**config.mk**
```make
export PLATFORM = sky130hd
export DESIGN_NAME = bitmap_id_allocator
export DESIGN_NICKNAME = d
export VERILOG_FILES = /design/src/bia_pkg.sv /design/src/bitmap_id_allocator.sv /design/src/bia_ram.sv
export SDC_FILE = /design/constraint.sdc
export NUM_CORES = 1
export LEC_CHECK = 0
export ABC_AREA = 1
export BUFFER_PORTS_ARGS = -buffer_cell sky130_fd_sc_hd__buf_2
export CAP_MARGIN = 20
export CORE_MARGIN = 3
export CORE_UTILIZATION = 40
export DETAILED_ROUTE_END_ITERATION = 7
export PLACE_DENSITY_LB_ADDON = 0.15
export SLEW_MARGIN = 20
export SYNTH_ARGS = -nofsm -noshare
export SYNTH_HDL_FRONTEND = slang
export SYNTH_SLANG_ARGS = --single-unit
```
**constraint.sdc**
```tcl
create_clock -name clk -period 8.7 [get_ports clk]
set_input_delay 0 -clock clk [delete_from_list [all_inputs] [get_ports clk]]
set_output_delay 0 -clock clk [all_outputs]
set_load 0.005 [all_outputs]
```
**src/bia_pkg.sv**
```systemverilog
// ----------------------------------------------------------------------------
// bia_pkg
// Shared types and constants of the bitmap ID allocator.
// ----------------------------------------------------------------------------
package bia_pkg;

	localparam int ID_W     = 10;
	localparam int WORD_W   = 32;
	localparam int BIT_W    = 5;
	localparam int STATUS_W = 2;

	typedef logic [WORD_W-1:0]   word_t;
	typedef logic [ID_W-1:0]     id_t;
	typedef logic [STATUS_W-1:0] status_t;

	localparam status_t STATUS_ALLOCATED = 2'd0;
	localparam status_t STATUS_EXHAUSTED = 2'd1;
	localparam status_t STATUS_FREED     = 2'd2;

	localparam logic MODE_ALLOC = 1'b0;
	localparam logic MODE_FREE  = 1'b1;

endpackage

```
**src/bitmap_id_allocator.sv**
```systemverilog
// ----------------------------------------------------------------------------
// bitmap_id_allocator
// Next-fit ID allocator over a bitmap of 32-bit words held in one RAM.
// ----------------------------------------------------------------------------
// After reset the block sweeps the bitmap RAM clear, one word per cycle;
// s_tready stays low until then. One request is handled at a time. A free is
// accepted with its RAM read, then writes the word back (for an ID within the
// pool) and gives the result. An allocate reads bitmap words, 1 to WORDS of
// them, until a non-full word is found: the single RAM read port inspects one
// word per cycle, starting at the word cursor. A result that is not taken at
// once holds in the output register and stalls the next request only at its
// own final step.
module bitmap_id_allocator #(
	parameter int WORDS = 32
) (
	input  logic        clk,
	input  logic        arst_n,
	input  logic        s_tvalid,
	output logic        s_tready,
	input  logic [15:0] s_tdata,   // [9:0] free_id
	input  logic        s_tuser,   // [0] mode
	output logic        m_tvalid,
	input  logic        m_tready,
	output logic [15:0] m_tdata,   // [9:0] granted_id
	output logic [1:0]  m_tuser    // [1:0] status
);

	localparam int AW = (WORDS > 1) ? $clog2(WORDS) : 1;
	localparam int IW = (AW > bia_pkg::BIT_W) ? AW : bia_pkg::BIT_W;
	localparam int CW = $clog2(WORDS + 1);
	localparam logic [AW-1:0] LAST_WORD = AW'(WORDS - 1);
	localparam logic [CW-1:0] LAST_CNT  = CW'(WORDS - 1);

	localparam logic [1:0] ST_CLEAR = 2'd0;
	localparam logic [1:0] ST_IDLE  = 2'd1;
	localparam logic [1:0] ST_FREE  = 2'd2;
	localparam logic [1:0] ST_SCAN  = 2'd3;

	logic [1:0]                 state_q;
	logic [AW-1:0]              w_q;
	logic [AW-1:0]              cursor_q;
	logic [CW-1:0]              n_q;
	logic [bia_pkg::BIT_W-1:0]  fbit_q;
	logic                       frange_q;
	logic                       out_valid_q;
	bia_pkg::id_t               out_id_q;
	bia_pkg::status_t           out_status_q;

	logic                       accept;
	logic                       slot_free;
	logic                       done;
	logic [IW-1:0]              fidx_ext;
	logic                       fid_in_range;
	logic [AW-1:0]              w_next;
	bia_pkg::word_t             rd_data;
	logic                       word_full;
	logic [bia_pkg::BIT_W-1:0]  low_bit;
	logic [IW-1:0]              w_ext;
	logic                       re;
	logic [AW-1:0]              raddr;
	logic                       we;
	logic [AW-1:0]              waddr;
	bia_pkg::word_t             wdata;

	assign s_tready  = (state_q == ST_IDLE);
	assign accept    = s_tvalid && s_tready;
	assign slot_free = !out_valid_q || m_tready;
	assign done      = slot_free && ((state_q == ST_FREE) ||
		(state_q == ST_SCAN && !(word_full && n_q != LAST_CNT)));

	assign fidx_ext     = IW'(s_tdata[9:bia_pkg::BIT_W]);
	assign fid_in_range = (32'(s_tdata[9:bia_pkg::BIT_W]) < 32'(WORDS));
	assign w_next       = (w_q == LAST_WORD) ? '0 : w_q + AW'(1);
	assign word_full    = (rd_data == '1);
	assign w_ext        = IW'(w_q);

	// lowest clear bit of the word under inspection
	always_comb begin
		low_bit = '0;
		for (int b = bia_pkg::WORD_W - 1; b >= 0; b--) begin
			if (!rd_data[b])
				low_bit = bia_pkg::BIT_W'(b);
		end
	end

	always_comb begin
		re    = 1'b0;
		raddr = cursor_q;
		we    = 1'b0;
		waddr = w_q;
		wdata = '0;
		unique case (state_q)
			ST_CLEAR: begin
				we = 1'b1;
			end
			ST_IDLE: begin
				re    = accept;
				raddr = (s_tuser == bia_pkg::MODE_FREE) ? fidx_ext[AW-1:0] : cursor_q;
			end
			ST_FREE: begin
				we    = slot_free && frange_q;
				wdata = rd_data & ~(bia_pkg::word_t'(1) << fbit_q);
			end
			ST_SCAN: begin
				if (word_full) begin
					re    = (n_q != LAST_CNT);
					raddr = w_next;
				end else begin
					we    = slot_free;
					wdata = rd_data | (bia_pkg::word_t'(1) << low_bit);
				end
			end
			default: ;
		endcase
	end

	bia_ram #(
		.WIDTH(bia_pkg::WORD_W),
		.DEPTH(WORDS)
	) u_bitmap (
		.clk  (clk),
		.we   (we),
		.waddr(waddr),
		.wdata(wdata),
		.re   (re),
		.raddr(raddr),
		.rdata(rd_data)
	);

	always_ff @(posedge clk or negedge arst_n) begin
		if (!arst_n) begin
			state_q     <= ST_CLEAR;
			w_q         <= '0;
			cursor_q    <= '0;
			n_q         <= '0;
			out_valid_q <= 1'b0;
		end else begin
			if (done)
				out_valid_q <= 1'b1;
			else if (m_tready)
				out_valid_q <= 1'b0;
			unique case (state_q)
				ST_CLEAR: begin
					w_q <= w_next;
					if (w_q == LAST_WORD)
						state_q <= ST_IDLE;
				end
				ST_IDLE: begin
					if (accept) begin
						n_q <= '0;
						w_q <= (s_tuser == bia_pkg::MODE_FREE) ? fidx_ext[AW-1:0] : cursor_q;
						state_q <= (s_tuser == bia_pkg::MODE_FREE) ? ST_FREE : ST_SCAN;
					end
				end
				ST_FREE: begin
					if (slot_free)
						state_q <= ST_IDLE;
				end
				ST_SCAN: begin
					if (word_full && n_q != LAST_CNT) begin
						w_q <= w_next;
						n_q <= n_q + CW'(1);
					end else if (slot_free) begin
						// done: cursor to last word read (if exhausted, the one before the start)
						cursor_q <= w_q;
						state_q  <= ST_IDLE;
					end
				end
				default: state_q <= ST_IDLE;
			endcase
		end
	end

	// request and result payload
	always_ff @(posedge clk) begin
		if (accept) begin
			fbit_q   <= s_tdata[bia_pkg::BIT_W-1:0];
			frange_q <= fid_in_range;
		end
		if (state_q == ST_FREE && slot_free) begin
			out_id_q     <= '0;
			out_status_q <= bia_pkg::STATUS_FREED;
		end else if (state_q == ST_SCAN && slot_free && !(word_full && n_q != LAST_CNT)) begin
			if (word_full) begin
				out_id_q     <= '0;
				out_status_q <= bia_pkg::STATUS_EXHAUSTED;
			end else begin
				out_id_q     <= {w_ext[bia_pkg::BIT_W-1:0], low_bit};
				out_status_q <= bia_pkg::STATUS_ALLOCATED;
			end
		end
	end

	assign m_tvalid = out_valid_q;
	assign m_tdata  = {6'd0, out_id_q};
	assign m_tuser  = out_status_q;

`ifndef NO_ASSERTIONS
	a_no_write_idle: assert property (@(posedge clk) disable iff (!arst_n)
		(state_q == ST_IDLE) |-> !we)
		else $error("bitmap write while idle");

	a_scan_bound: assert property (@(posedge clk) disable iff (!arst_n)
		(state_q == ST_SCAN) |-> (n_q <= LAST_CNT))
		else $error("scan ran past the pool");

	a_cursor_range: assert property (@(posedge clk) disable iff (!arst_n)
		32'(cursor_q) < 32'(WORDS))
		else $error("cursor out of range");

	a_accept_next: assert property (@(posedge clk) disable iff (!arst_n)
		accept |=> (state_q == ST_FREE || state_q == ST_SCAN))
		else $error("request not taken into work");
`endif

endmodule

```
**src/bia_ram.sv**
```systemverilog
// ----------------------------------------------------------------------------
// bia_ram
// Generic simple dual-port RAM, one write and one registered read port.
// ----------------------------------------------------------------------------
module bia_ram #(
	parameter int WIDTH = 32,
	parameter int DEPTH = 32
) (
	input  logic                                          clk,
	input  logic                                          we,
	input  logic [((DEPTH > 1) ? $clog2(DEPTH) : 1)-1:0]  waddr,
	input  logic [WIDTH-1:0]                              wdata,
	input  logic                                          re,
	input  logic [((DEPTH > 1) ? $clog2(DEPTH) : 1)-1:0]  raddr,
	output logic [WIDTH-1:0]                              rdata
);

	logic [WIDTH-1:0] mem [DEPTH];

	always_ff @(posedge clk) begin
		if (we)
			mem[waddr] <= wdata;
		if (re)
			rdata <= mem[raddr];
	end

endmodule
```
Word level (Yosys, flattened, before mapping). Memories as Yosys holds them, arrays and structs flattened. A register that Yosys moved wholly into a read port is not among the register bits. Cells that the tools add are included.

Memories kept: 1. Bits in read-only memories: 0. RAM bits: 1024. Bits in latches: 0. Input port bits: 21. Register bits after elaboration: 36.

Divide/modulo/power cells: 0. $add $sub $neg: 2. Bitwise logic cells: 4. Shift-type cells: 2. Multiplexer cells: 60. Multiply operators: 0. Reductions and logical operators: 19. Eq/ne operators: 10. $lt $le $gt $ge: 0.

Memory list: u_bitmap.mem (depth 32, bits a word 32, read ports 1, clocked after Yosys merged registers in 1, write ports 1, line bia_ram.sv:18) `logic [WIDTH-1:0] mem [DEPTH];`.

Operator list (number): two-way mux 5 bit (37); case mux 32 bit (2 select lines) (1); << shifter 1 x 5 -> 32 bit, first input constant (2); AND 32 bit (1); == test 32 bit, second input constant (1); two-way mux 32 bit (1); inverter 32 bit (1); bitwise OR 32 bit (1); case mux 5 bit (3 select lines) (1); two-way mux 6 bit (2); case mux 6 bit (2 select lines) (1); AND reduction 3 bit (4); two-way mux 10 bit (1); case mux 5 bit (2 select lines) (1); two-way mux 1 bit (8); two-way mux 2 bit (4); case mux 2 bit (4 select lines) (1); logical AND 1 bit (7); adder 6 x 1 -> 6 bit, second input constant (1); != test 2 bit, second input constant (3); != test 6 x 5 -> 1 bit, second input constant (1); adder 5 x 1 -> 5 bit, second input constant (1); == test 5 bit, second input constant (1); == test 2 bit, second input constant (2); other kinds (10) (13).

Logic depth before layout (Yosys ltp). Gate-level depths: netlist of run 1.

Depth after elaboration: 36. Gate-level depth with buffers: 37.

Cells and area by module. A second synthesis of run 1 with hierarchy kept.

Cell total of the unflattened synthesis: 4053. Area, all modules: 45905.3 µm².

By module, submodules not included: bia_ram (cells an instance 3536, instances 1, sequential area each 31710.4 µm², area an instance 42726.0 µm²); bitmap_id_allocator (cells an instance 517, instances 1, sequential area each 865.8 µm², area an instance 3179.3 µm²).

Least setup slack after synthesis of run 1. Ideal clock, no wire load.

Kind: register to register. Start point: register u_bitmap.rdata[31], read port of u_bitmap.mem. End point: memory u_bitmap.mem[0][23] (data pin). Setup time: 0.454 ns. Stages on the path, launching flop included: 34. Period minus slack after synthesis: 3.874 ns. Setup slack: 4.826 ns. Arrival: 3.419 ns. Path through: edfxtp_1 inv_1 nand2_1 nand2_1 nand2_1 nand2_1 nand2_1 nand2_1 nand2_1 nand2_1 nand2_1 nand2_1 nand2_1 nand2_1 nand2_1 nand2_1 nand2_1 nand2_1 nand2_1 nand2_1 nand2_1 nand2_1 nand2_1 nand2_1 nand2_1 nand2_1 nand2_1 nand2_1 nand2_1 nand2_1 nand3_1 nor2_1 a31oi_1 o21ai_0.

Cells in the longest elaborated chain, start to end: 36. Elaborated cells between the ends (all ways): 37. Those cells by class: eq/ne (1); shift (1); mux (34); bitwise (1).

RTL lines: start, declared (line bia_ram.sv:15) `output logic [WIDTH-1:0] rdata`; two-way mux 5 bit (32 in a row) (line bitmap_id_allocator.sv:81) `if (!rd_data[b])`; << shifter 1 x 5 -> 32 bit (line bitmap_id_allocator.sv:110) `wdata = rd_data | (bia_pkg::word_t'(1) << low_bit);`; bitwise OR 32 bit (line bitmap_id_allocator.sv:110); two-way mux 32 bit * (line bitmap_id_allocator.sv:105) `if (word_full) begin`; case mux 32 bit (2 select lines) * (line bitmap_id_allocator.sv:92) `unique case (state_q)`; via u_bitmap.wdata[23] (line bia_ram.sv:12) `input logic [WIDTH-1:0] wdata,`; end, declared (line bia_ram.sv:18).

The timed path passes the listed nets; every way through them passes the cells marked *.

Worst setup path in the final report of run 1.
Start point: register u_bitmap.rdata[28], read port of u_bitmap.mem. End point: register u_bitmap.rdata[4], read port of u_bitmap.mem (data pin).

Cells in the longest elaborated chain, start to end: 3. Elaborated cells between the ends (all ways): 5. Those cells by class: eq/ne (1); mux (4).

RTL lines: == test 32 bit * (line bitmap_id_allocator.sv:74) `assign word_full = (rd_data == '1);`; two-way mux 5 bit or two-way mux 1 bit (tied branches) (line bitmap_id_allocator.sv:105); case mux 5 bit (2 select lines) or case mux 1 bit (2 select lines) (tied branches) (line bitmap_id_allocator.sv:92).

Every way passes the cells marked *; elsewhere a longest branch is shown, timed or not. A chain may end at the register's enable or synchronous reset.

==> reports/qor.yml, run 1 <==
n_fill_cell: 9836
busiest_layer: "met2"
tightest_slew_ns: 1.05
met1_usage: 0.315
rsz0062_at_grt: "no"
cts_tree: "yes"
p_per_area_nw_per_um2: 361
synth_cells: 3482
grt_pass1_wl_um: 183000
path_max_fanout: 93
rr_startpoint: "u_bitmap.rdata[28]"
holdPathStages: 2
ys.flop_type: "edfxtp_1"
synth_area_leaders: "edfxtp_1, nor2_1, o21ai_0"
grtUsageTotal: 0.215
antenna_left: 0
cts_buffer_depth: 3
final-setup-viol-count: 0
grt.met2_usage: 0.333
cp-start-kind: "register"
clkSinkCount: 1092
required_ns: 9.14
async_flop_share: 0.0174
root_buffer: "clkbuf_16"
fp-row-count: 121
clk_latency_ns: 0.70
cts.clk_slew.worst_paths_ns: 0.06
fin_nets: 3510
hpwl_um: 63800
rr_worst_depth: 15
drtPass1Iterations: 6
port-buffer-count: 28
worst_path_max_delay_cell: "buf_4"
slew_viol_final: 0
min_to: "fbit_q[2]"
power_frac_comb: 0.342
relSlewSlack: 0.296
routedWlPerCell_um: 25.1
ir_drop_uv: 317
ys_ff_latch: 1092
use_met3: 0.0371
cp_cell_sequence: "nand4_1 > nor2_1 > inv_1 > nor4_2 > nand2_2 > nor2_4 > nand2_1 > nand3_4 > buf_4 > buf_4 > nor2_1 > o311ai_0 > and3_1 > a311oi_1 > a31oi_1"
clkPwrFrac: 0.248
critPathMaxStageDelay_ns: 0.85
hp-start: "s_tdata[2]"
p_sw_w: 0.00695
syn2layout_area_growth_pct: 12.6
die_area_sq_um: 115000
hold_viol: 0
timing.hold.ws_ns: 0.0838
design.core.area_sq_um: 110000
cp_top_family: "simple AND/OR/NAND/NOR gates"
grt_antenna_before_repair: 5
ys_seq_area_frac: 0.732
cts-resized-gates: 0
num_vias: 28300
hold_path_class: "input pin to register"
synth_cell_types: 41
start_util: 0.406
timing.rr.end: "u_bitmap.rdata[4]"
synth_commonest_cells: "edfxtp_1, nor2_1, o21ai_0"
synth_area_sq_um: 44500
arrival_ns: 5.52
drc_errors: 0
avgViaCountPerCell: 5.61
drt_iter0_drc: 3047
max_clock_freq_mhz: 197
worstSetupPathType: "register to register"
p_int_w: 0.0111
yosysTopAreaCell: "edfxtp_1"
maxCapViolations: 0
routabilityCongestion: 0.867
cts_max_level: 3
grt_pass1_vias: 26119
seqPwrFrac: 0.410
synth_top_area_share: 0.716
dieWidth_um: 340
io_pins: 41
chipHeight_um: 340
synth_most_common_cell: "edfxtp_1"
overflow: 0
fin_worst_skew_ns: 0.0328
syn_area_per_cell_sq_um: 12.8
grt_start_max_net_pins: 184
setup_tns_ns: 0
p_sw_frac: 0.385
drive_gt1_frac: 0.0880
p_leak_nw: 16.9
reg2reg_slack_ns: 3.62
cp_num_buf_inv: 3
synth_edf_count: 1061
fin_crit_ns: 5.08
min_period_over_period: 0.584
outcome: "finished clean"
routed_wl_um: 127000
end_kind: "register"
yosysWarnings: 0
numCtsBuffers: 114
logic make-up (layout without fill, tap and decap cells):
group / Yosys count / after routing / synth area share
adder cells (fa/ha/maj): 6 / 6 / 0.00169
other: 1 / 7 / 0.0000843
AO/OA/AOI/OAI: 919 / 919 / 0.133
buffers and inverters: 520 / 603 / 0.0466
AND/OR/NAND/NOR: 944 / 944 / 0.0868
flip-flops: 1092 / 1092 / 0.732
layout by cell type, fill, tap and decap left out, types with 7 or more instances in the layout:
| cell | count |
|---|---|
| a21oi_1 | 240 |
| a311oi_1 | 31 |
| a31oi_1 | 42 |
| and3_1 | 31 |
| buf_2 | 28 |
| buf_4 | 65 |
| clkbuf_1 | 21 |
| clkbuf_16 | 115 |
| clkinv_1 | 32 |
| clkinv_2 | 23 |
| dfrtp_1 | 19 |
| dfxtp_1 | 12 |
| dlygate4sd3_1 | 20 |
| edfxtp_1 | 1061 |
| inv_1 | 272 |
| nand2_1 | 135 |
| nand2_2 | 7 |
| nand3_1 | 96 |
| nand4_1 | 34 |
| nor2_1 | 596 |
| nor2_4 | 33 |
| o211ai_1 | 37 |
| o21ai_0 | 284 |
| o21bai_1 | 7 |
| o311ai_0 | 140 |
| o311ai_1 | 83 |
| o32ai_1 | 33 |
through the flow:
| stage | setup slack (ns) | cell area (sq um) | power [W] | util | cells |
|---|---|---|---|---|---|
| after floorplan | 4.83 | 44500 | 0.0113 | - | 3487 |
| after global placement | 3.62 | 46400 | 0.0136 | 0.423 | 4820 |
| after detailed placement | 3.65 | 46400 | 0.0136 | 0.424 | 4820 |
| after CTS | 3.57 | 50000 | 0.0181 | 0.456 | 5043 |
| after global routing | 3.23 | 50100 | 0.0190 | 0.457 | 5046 |
| final | 3.62 | 50100 | 0.0181 | 0.457 | 5047 |
power groups by stage:
stage | Combinational [W] | Clock (W) | Sequential (W)
floorplan | 0.00386 | 0 | 0.00740
global placement | 0.00608 | 0 | 0.00751
detailed placement | 0.00611 | 0 | 0.00751
CTS | 0.00616 | 0.00457 | 0.00741
global route | 0.00678 | 0.00478 | 0.00745
finish | 0.00619 | 0.00448 | 0.00740
sequential cells by signal, summed over array words and instances (netlist names):
name / count
fbit_q: 5
u_bitmap.rdata: 32
state_q: 2
m_tuser: 2
cursor_q: 5
m_tvalid: 1
n_q: 6
u_bitmap.mem: 1024
out_id_q: 10
w_ext: 5
worst max path at each step:
stage	start	cells after the start	to	slack, ns
detailed placement	u_bitmap.rdata[28]	15	u_bitmap.rdata[4]	3.65
global placement	u_bitmap.rdata[28]	15	u_bitmap.rdata[4]	3.62
finish	u_bitmap.rdata[28]	15	u_bitmap.rdata[4]	3.62
floorplan	u_bitmap.rdata[31]	33	u_bitmap.mem[0][23]	4.83
global route	u_bitmap.rdata[28]	16	u_bitmap.rdata[4]	3.23
CTS	u_bitmap.rdata[28]	15	u_bitmap.rdata[4]	3.57
what timing repair did:
action	4_1_cts	5_1_grt
hold endpoints to repair	45	0
setup buffers	0	0
hold buffers	20	0
metal layers:
metal  share of wire  up-vias
met5        0.000087        -
met4           0.023        2
met3           0.072      161
met2            0.45      962
met1            0.45    14218
li1                -    12957
cell type report:
class,count,area (sq um),area share
clock inverter,67,433,0.00864
sequential,1092,32600,0.650
timing repair buffer,121,973,0.0194
antenna,1,2.50,0.0000500
inverter,279,1070,0.0213
tap,1476,1850,0.0369
multi-input combinational,1875,10200,0.204
clock buffer,136,2960,0.0590
No activity file was read; power rests on OpenSTA's default activity.
==> run 2, diff against run 1 <==
Clock period 8.7 ns to 5.15 ns, I/O delays scaled along.
==> run 2 against run 1 <==
  * Design area rose by 2.0%
  * Maximum frequency rose by 13%
  * Sequential power rose by 69%
  * Die area did not move
  * Critical path depth did not move
  * Global-route usage rose by 0.71 points
  * Via count rose by 2.3%
  * Non-clock buffer count rose by 75
  * Clock skew fell by 0.0054 ns
  * Critical path type unchanged
  * Largest cell class unchanged
==> reports/qor.yml, run 2 (synthesized netlist as in run 1, its figures left out) <==
cts_setup_buffers: 0  # unchanged
cts.clk_slew.worst_paths_ns: 0.06  # about the same
p_leak_nw: 17.5  # +3.3%
largest_reg_flops: 1024  # unchanged
grtUsageTotal: 0.223  # +0.00715
drtPass1Iterations: 7  # +1
placed_area_sq_um: 47400  # +2.0%
grt_start_max_net_pins: 133  # -28%
num_vias: 28951  # +2.3%
drc_errors: 0  # unchanged
p_per_area_nw_per_um2: 616  # +71%
setup_tns_ns: 0  # unchanged
relSlewSlack: 0.244  # -0.0525
grt_pass1_vias: 26856  # +2.8%
worstSetupPathType: "register to register"
critPathMaxStageDelay_ns: 0.56  # -0.29 ns
grt_antenna_before_repair: 1  # -4
cts-resized-gates: 0  # unchanged
antenna_left: 0  # unchanged
fin_nets: 3584  # +2.1%
final_cells: 5127  # +1.6%
cts_hold_buffers: 18  # -10%
min_period_over_period: 0.873  # +0.290
overflow: 0  # unchanged
cts_buffer_depth: 3  # unchanged
design.core.area_sq_um: 110000  # unchanged
die_area_sq_um: 115000  # unchanged
drive_gt1_frac: 0.106  # +0.0183
max_clock_freq_mhz: 222  # +13%
port-buffer-count: 28  # unchanged
hold_viol: 0  # unchanged
cts_tree: "yes"
cp_num_buf_inv: 3  # unchanged
routed_wl_um: 131000  # +3.3%
maxCapViolations: 0  # unchanged
cts_max_level: 3  # unchanged
numCtsBuffers: 113  # -0.88%
cp_top_family: "simple AND/OR/NAND/NOR gates"
reg_top3: "u_bitmap.mem x1024, u_bitmap.rdata x32, out_id_q x10"
ir_drop_uv: 451  # +42%
chipHeight_um: 340  # unchanged
clk_latency_ns: 0.71  # about the same
routabilityCongestion: 0.872  # +0.55%
hold_path_class: "input pin to register"
placed_cells: 4900  # +1.7%
routedWlPerCell_um: 25.5  # +1.7%
tightest_slew_ns: 1.13  # +0.0786 ns
final_cell_mix: "edfxtp_1, nor2_1, o21ai_0"
root_buffer: "clkbuf_16"
arrival_ns: 4.96  # -0.56 ns
dieWidth_um: 340  # unchanged
syn2layout_area_growth_pct: 14.8
cp-start-kind: "register"
grt_pass1_wl_um: 189000  # +3.3%
design_power_total_w: 0.0315  # +74%
num_antenna_cells: 0  # -1
rsz0062_at_grt: "no"
drt_iter0_drc: 3326  # +9.2%
cp_cell_sequence: "nand4_1 > nor2_1 > inv_1 > nor4_2 > nand2_2 > nor2_4 > nand2_1 > nand3_4 > buf_12 > buf_4 > nor2_1 > o311ai_0 > and3_1 > a311oi_1 > a31oi_1"
outcome: "finished clean"
worst_path_max_delay_cell: "o311ai_0"
slew_viol_final: 0  # unchanged
required_ns: 5.61  # -3.53 ns
fin_worst_skew_ns: 0.0274  # -0.00537 ns
path_max_fanout: 57  # -39%
fp-row-count: 121  # unchanged
io_pins: 41  # unchanged
start_util: 0.406  # unchanged
fin_crit_ns: 4.50  # -0.580 ns
end_kind: "register"
stdcell_area_sq_um: 51100  # +2.0%
final-setup-viol-count: 0  # unchanged
clkSinkCount: 1092  # unchanged
avgViaCountPerCell: 5.65  # +0.70%
layout_commonest_cell: "edfxtp_1"
max_flop_register: "u_bitmap.mem"
cpMostUsedCell: "nor2_1"
hpwl_um: 68000  # +6.6%
-- run 2: changes by cell type in the layout (fill, tap and decap cells not counted), sizes merged --
cell         delta
buf            +77
bufinv          +4
clkbuf         +10
clkinv          -8
clkinvlp        -3
diode           -1
dlygate4sd3     -2
inv             +3
-- run 2: report_power, final --
| group | switching (W) | leakage (nW) | internal (W) |
|---|---|---|---|
| Sequential | 0.000456 | 10.1 | 0.0120 |
| Clock | 0.00340 | 1.72 | 0.00446 |
| Combinational | 0.00809 | 5.65 | 0.00303 |
| Total | 0.0119 | 17.5 | 0.0195 |
-- run 2: per-layer routing --
layer	GRT usage	part of all wire	up-vias
met5	0	0	-
met4	0.0508	0.017	0
met3	0.0280	0.066	144
met2	0.347	0.46	971
met1	0.333	0.46	14710
li1	-	-	13126
-- run 2: worst register-to-register path, cell delays in order, from the launching register on --
cell	delay, ns
edfxtp_1	0.48
nand4_1	0.16
nor2_1	0.13
inv_1	0.07
nor4_2	0.27
nand2_2	0.30
nor2_4	0.31
nand2_1	0.14
nand3_4	0.25
buf_12	0.31
buf_4	0.54
nor2_1	0.10
o311ai_0	0.56
and3_1	0.25
a311oi_1	0.05
a31oi_1	0.35
-- run 2: cell type report --
type                       count  area [sq um]
clock buffer                 146          3010
clock inverter                63           514
fill                        9809         58500
inverter                     279          1070
multi-input combinational   1875         10200
sequential                  1092         32600
tap                         1476          1850
timing repair buffer         196          1870
-- run 2: through the flow --
stage,hold WS (ns),utilization,setup WS [ns]
global placement,-0.0278,0.432,0.749
detailed placement,-0.0241,0.432,0.741
finish,0.0865,0.466,0.653
floorplan,-0.296,-,1.28
CTS,0.0689,0.466,0.698
global route,0.0816,0.466,0.457
-- run 2: final timing paths --
check | end | cells after the start | start | slack (ns)
worst max-delay path | u_bitmap.rdata[14] | 15 | u_bitmap.rdata[31] | 0.65
worst min-delay path | fbit_q[3] | 2 | s_tdata[3] | 0.09
min in group asynchronous | cursor_q[1] | 3 | arst_n | 0.50
worst max register to register | u_bitmap.rdata[14] | 15 | u_bitmap.rdata[31] | 0.65
worst min register to register | m_tuser[1] | 2 | m_tuser[1] | 0.45
max in group asynchronous | w_ext[4] | 3 | arst_n | 4.07
